[config.mk]
export PLATFORM = sky130hd
export DESIGN_NAME = lie_cfg
export DESIGN_NICKNAME = d
export VERILOG_FILES = /design/src/design/lie_pkg.sv /design/src/design/lie_cfg.sv
export SDC_FILE = /design/constraint.sdc
export NUM_CORES = 1
export LEC_CHECK = 0
export BUFFER_PORTS_ARGS = -buffer_cell sky130_fd_sc_hd__buf_2
export CAP_MARGIN = 25
export CORE_UTILIZATION = 44
export CTS_CLUSTER_SIZE = 20
export DETAILED_ROUTE_END_ITERATION = 10
export PLACE_DENSITY = 0.8
export SETUP_SLACK_MARGIN = 0.02
export SLEW_MARGIN = 20
export SYNTH_ARGS = -nofsm -noshare
export SYNTH_HDL_FRONTEND = slang
export SYNTH_SLANG_ARGS = --single-unit
[constraint.sdc]
create_clock -name clk -period 1 [get_ports clk]
set_input_delay 0.2 -clock clk [delete_from_list [all_inputs] [get_ports clk]]
set_output_delay 0.2 -clock clk [all_outputs]
set_load 0.02 [all_outputs]
[src/design/lie_pkg.sv]
// Shared types, constants and codes for the linear interpolation energy kick block.
package lie_pkg;

  // Field and table geometry
  localparam int DATA_W     = 32;
  localparam int FRAC_BITS  = 16;
  localparam int MAX_SLICES = 1024;
  localparam int ADDR_W     = $clog2(MAX_SLICES);
  localparam int IDX_W      = 10;
  localparam int CNT_W      = 11;
  localparam int CFG_IDX_W  = 2;

  // Arithmetic widths
  localparam int PROD_W  = 2 * DATA_W + 2;        // 33 x 33 signed product
  localparam int SLOPE_W = PROD_W - FRAC_BITS;    // floored product
  localparam int CAP_W   = DATA_W + 2;            // interpolation term capped at 2^CAP_W
  localparam int LO_W    = 18;                    // low slice of the capped slope
  localparam int HI_W    = CAP_W + 1 - LO_W;      // high slice of the capped slope
  localparam int DM_W    = DATA_W + 1;            // magnitude of time offset
  localparam int PP_W    = DM_W + CAP_W + 1;      // full magnitude product
  localparam int SUM_W   = CAP_W + 3;             // final sum before saturation

  // Start to done latency in clock cycles
  localparam int PIPE_LAT = 9;

  localparam logic [CAP_W:0]      TERM_CAP      = {1'b1, {CAP_W{1'b0}}};
  localparam logic [DATA_W-1:0]   INV_WIDTH_RST = DATA_W'(1) << FRAC_BITS;
  localparam logic [CNT_W-1:0]    SLICE_RST     = CNT_W'(2);

  // Item operation codes
  typedef enum logic {
    OP_LOAD = 1'b0,
    OP_KICK = 1'b1
  } op_t;

  // Configuration register indexes
  typedef enum logic [CFG_IDX_W-1:0] {
    CFG_SLICE_COUNT = 2'd0,
    CFG_INV_WIDTH   = 2'd1,
    CFG_ACCEL_KICK  = 2'd2
  } cfg_idx_t;

  // Input word
  typedef struct packed {
    logic                     op;
    logic [IDX_W-1:0]         entry_index;
    logic signed [DATA_W-1:0] entry_voltage;
    logic signed [DATA_W-1:0] entry_center;
    logic signed [DATA_W-1:0] particle_time;
    logic signed [DATA_W-1:0] particle_energy;
  } in_word_t;

  // Result word
  typedef struct packed {
    logic signed [DATA_W-1:0] new_energy;
    logic                     in_range;
  } out_word_t;

  // Configuration register contents
  typedef struct packed {
    logic [CNT_W-1:0]         slice_count;
    logic [DATA_W-1:0]        inv_width;
    logic signed [DATA_W-1:0] accel_kick;
  } cfg_t;

  // Table write from a load
  typedef struct packed {
    logic                     en;
    logic [ADDR_W-1:0]        addr;
    logic signed [DATA_W-1:0] volt;
    logic signed [DATA_W-1:0] cent;
  } tbl_wr_t;

  // Kick leaving the bin lookup stage
  typedef struct packed {
    logic                     vld;
    logic                     hit;
    logic signed [DATA_W-1:0] ptime;
    logic signed [DATA_W:0]   base;
  } kick_t;

endpackage

[src/design/lie_cfg.sv]
// Configuration registers and their write port.
module lie_cfg (
  input  logic                          clk,
  input  logic                          rst,
  input  logic                          cfg_valid,
  output logic                          cfg_ready,
  input  logic [lie_pkg::CFG_IDX_W-1:0] cfg_index,
  input  logic [lie_pkg::DATA_W-1:0]    cfg_data,
  output lie_pkg::cfg_t                 cfg
);
  import lie_pkg::*;

  logic ready;

  assign cfg_ready = ready;

  // Register writes; ready comes up in the cycle after reset
  always_ff @(posedge clk) begin
    if (rst) begin
      ready           <= 1'b0;
      cfg.slice_count <= SLICE_RST;
      cfg.inv_width   <= INV_WIDTH_RST;
      cfg.accel_kick  <= '0;
    end else begin
      ready <= 1'b1;
      if (cfg_valid && ready) begin
        case (cfg_idx_t'(cfg_index))
          CFG_SLICE_COUNT: cfg.slice_count <= cfg_data[CNT_W-1:0];
          CFG_INV_WIDTH:   cfg.inv_width   <= cfg_data;
          CFG_ACCEL_KICK:  cfg.accel_kick  <= $signed(cfg_data);
          default: ;
        endcase
      end
    end
  end

endmodule

==> impl_metrics.py <==
metrics = {
    "setup_path": {
        "critPathLaunch": "cfg_ready",
        "r2r_slack_ns": -0.16,
        "worstPathArrival_ns": 1.41,
        "endpoint": "cfg[62]",
        "ff2ff_path_depth": 3,
        "slowest_delay_ns": 0.36,
        "r2r_start": "cfg_ready",
        "crit_type": "reg2reg",
        "start_kind": "flip-flop",
        "required_ns": 1.25,
        "crit_path_max_fanout": 8,
        "path_cells": "and4b_4 -> buf_12 -> mux2i_2",
        "r2r-end": "cfg[62]",
        "endpoint_kind": "flip-flop",
        "crit_path_top_delay_cell": "dfxtp_4",
    },
    "grt": {
        "grt_max_degree": 58,
        "gr-total-overflow": 0,
        "grt_pass1_wl_mm": 11.9,
        "grt_pass1_vias": 2515,
        "grt_usage_pct": 20.8,
        "antenna_found_initial": 0,
    },
    "cells_and_area": {
        "final_area_um2": 5000,
        "regArea_um2": 1620,
        "diodes": 0,
        "mostFrequentLayoutCells": "nand2b_1, buf_6, dfxtp_2, mux2i_1, buf_4",
        "layout.nets": 474,
        "layout_commonest_cell": "nand2b_1",
        "drive_above_1_share_pct": 58.6,
        "multi_input_area_um2": 1510,
        "syn2layout_area_growth_pct": 60.0,
        "fillCellCount": 453,
        "final_cells": 538,
    },
    "drt": {
        "wl_per_cell_um": 15.4,
        "num_vias": 2545,
        "wl_mm": 8.26,
        "drtAntennaViolNets": 0,
        "vias_per_cell": 4.73,
        "drcViolationCount": 0,
        "dr.pass1.iters": 4,
        "top_layer": "met4",
        "routed-wl-met3_um": 331,
        "wl_met1_mm": 3.34,
        "route.met2.wl_mm": 4.49,
        "drt_iter0_drc": 66,
    },
    "clocking": {
        "cts.path.max_buffers": 2,
        "cts_tree": "yes",
        "hold_buffers": 0,
        "cts_made_buffers": 9,
        "clkTransAtPathRegs_ns": 0.08,
        "clock-sinks": 76,
        "clk_latency_ns": 0.34,
        "cts-root-buf": "clkbuf_8",
        "htreeDepth": 3,
    },
    "sta": {
        "rsz0062_at_grt": "true",
        "fmax_mhz": 864,
        "finClkSkew_ns": 0.00549,
        "period_share_pct": 116,
        "setup_viol": 83,
        "slew_violations": 0,
        "whs_ns": 0.141,
        "slew_headroom_pct": 88.6,
        "final.min_clock_period_ns": 1.16,
        "finalHoldViolCount": 0,
        "worstMarginPinSlew_ns": 0.168,
        "fin_ws_ns": -0.158,
    },
    "placement": {
        "hpwlAfterDp_mm": 4.63,
        "place_area_um2": 3810,
        "gp_congestion": 0.730,
        "io_buffers": 112,
        "place_ws_ns": -0.159,
        "dp.cells": 482,
    },
    "synth": {
        "synth.cell_area_um2": 3130,
        "syn_nets": 322,
        "synth_cell_type_count": 12,
        "yosysSeqAreaShare_pct": 48.7,
        "ys_ff_latch": 76,
        "syn_area_per_cell_um2": 11.0,
        "synthCells": 285,
        "yosys_warnings": 0,
    },
    "power": {
        "power_leakage_nw": 2.36,
        "pwr_density_cell_nw_per_um2": 1240,
        "ir_worst_vdd_v": 0.000835,
    },
    "worst_hold_path": {
        "hold_depth": 3,
        "hp-class": "in2reg",
    },
    "die": {
        "die_y_um": 86.3,
        "die_x_um": 86.3,
        "top_level_ports": 113,
        "placementRows": 30,
        "initial_core_util_pct": 45.8,
        "die-area_um2": 7450,
        "core_um2": 6830,
    },
    "status": {
        "status": "complete, but fails checks",
        "violations": "negative setup slack",
    },
    "flow_run": {
        "drv_cap": 0,
    },
}
==> how the worst min path moves through the flow <==
stage	startpoint	to	slack, ns
finish	cfg_data[18]	cfg[50]	0.14
floorplan	cfg_data[16]	cfg[16]	0.35
global placement	cfg[32]	cfg[32]	0.45
global route	cfg_data[23]	cfg[23]	0.13
CTS	cfg_data[18]	cfg[50]	0.12
detailed placement	cfg[49]	cfg[49]	0.46
==> critical path, delay by kind of cell, from the launching register on <==
| kind | cells | cell delay, ns |
|---|---|---|
| multiplexers | 1 | 0.22 |
| AND/OR/NAND/NOR | 1 | 0.33 |
| buffers and inverters | 1 | 0.17 |
| flip-flops | 1 | 0.36 |
==> synth_stat cells <==
cell | number | area share (%)
clkbuf_1 | 11 | 1.3
inv_1 | 1 | 0.12
buf_6 | 7 | 2.5
nand4b_2 | 1 | 0.48
nor2_1 | 4 | 0.48
nand2b_1 | 105 | 21
nand4bb_1 | 1 | 0.36
mux2i_1 | 75 | 24
buf_2 | 2 | 0.32
dfxtp_1 | 76 | 49
and4b_1 | 1 | 0.32
and4bb_2 | 1 | 0.40
==> timing repair <==
action,CTS,global route
setup endpoints to repair,150,151
buffers inserted,14,20
cloned,2,4
gates resized for setup,231,6
pin swaps,0,1
==> state kept, by name, indices dropped and copies added (netlist names) <==
register and count:
cfg 75, cfg_ready 1
==> power breakdown <==
| group | switching (mW) | internal [mW] |
|---|---|---|
| Sequential | 0.0527 | 3.10 |
| Combinational | 0.336 | 0.417 |
| Clock | 1.13 | 1.15 |
| Total | 1.52 | 4.67 |
==> layer usage <==
metal,vias up,GRT usage [%]
li1,1240,-
met1,1233,22.2
met2,61,38.4
met3,11,6.38
met4,0,7.73
met5,-,0
==> metrics by stage <==
stage / total power, mW / utilization, % / TNS, ns
after floorplan: 3.56 / - / -3.20
after global placement: 3.76 / 55.8 / -5.23
after detailed placement: 3.77 / 55.8 / -6.93
after CTS: 6.17 / 69.3 / -7.34
after global routing: 6.40 / 73.2 / -12.78
final: 6.19 / 73.2 / -7.95
==> area by class of cell <==
type / count / area share (%)
clock inverters: 7 / 1.30
flip-flops and latches: 76 / 32.3
clock buffers: 9 / 2.48
repair buffers: 161 / 31.2
well taps: 96 / 2.40
inverters: 1 / 0.0750
multi-input cells: 188 / 30.2
==> kinds of logic after synthesis <==
logic type,share of synthesized area (%)
buffers and inverters,4.28
flip-flops,48.7
AND/OR/NAND/NOR,23.0
multiplexers,24.0
No activity file was read; power rests on OpenSTA's default activity.
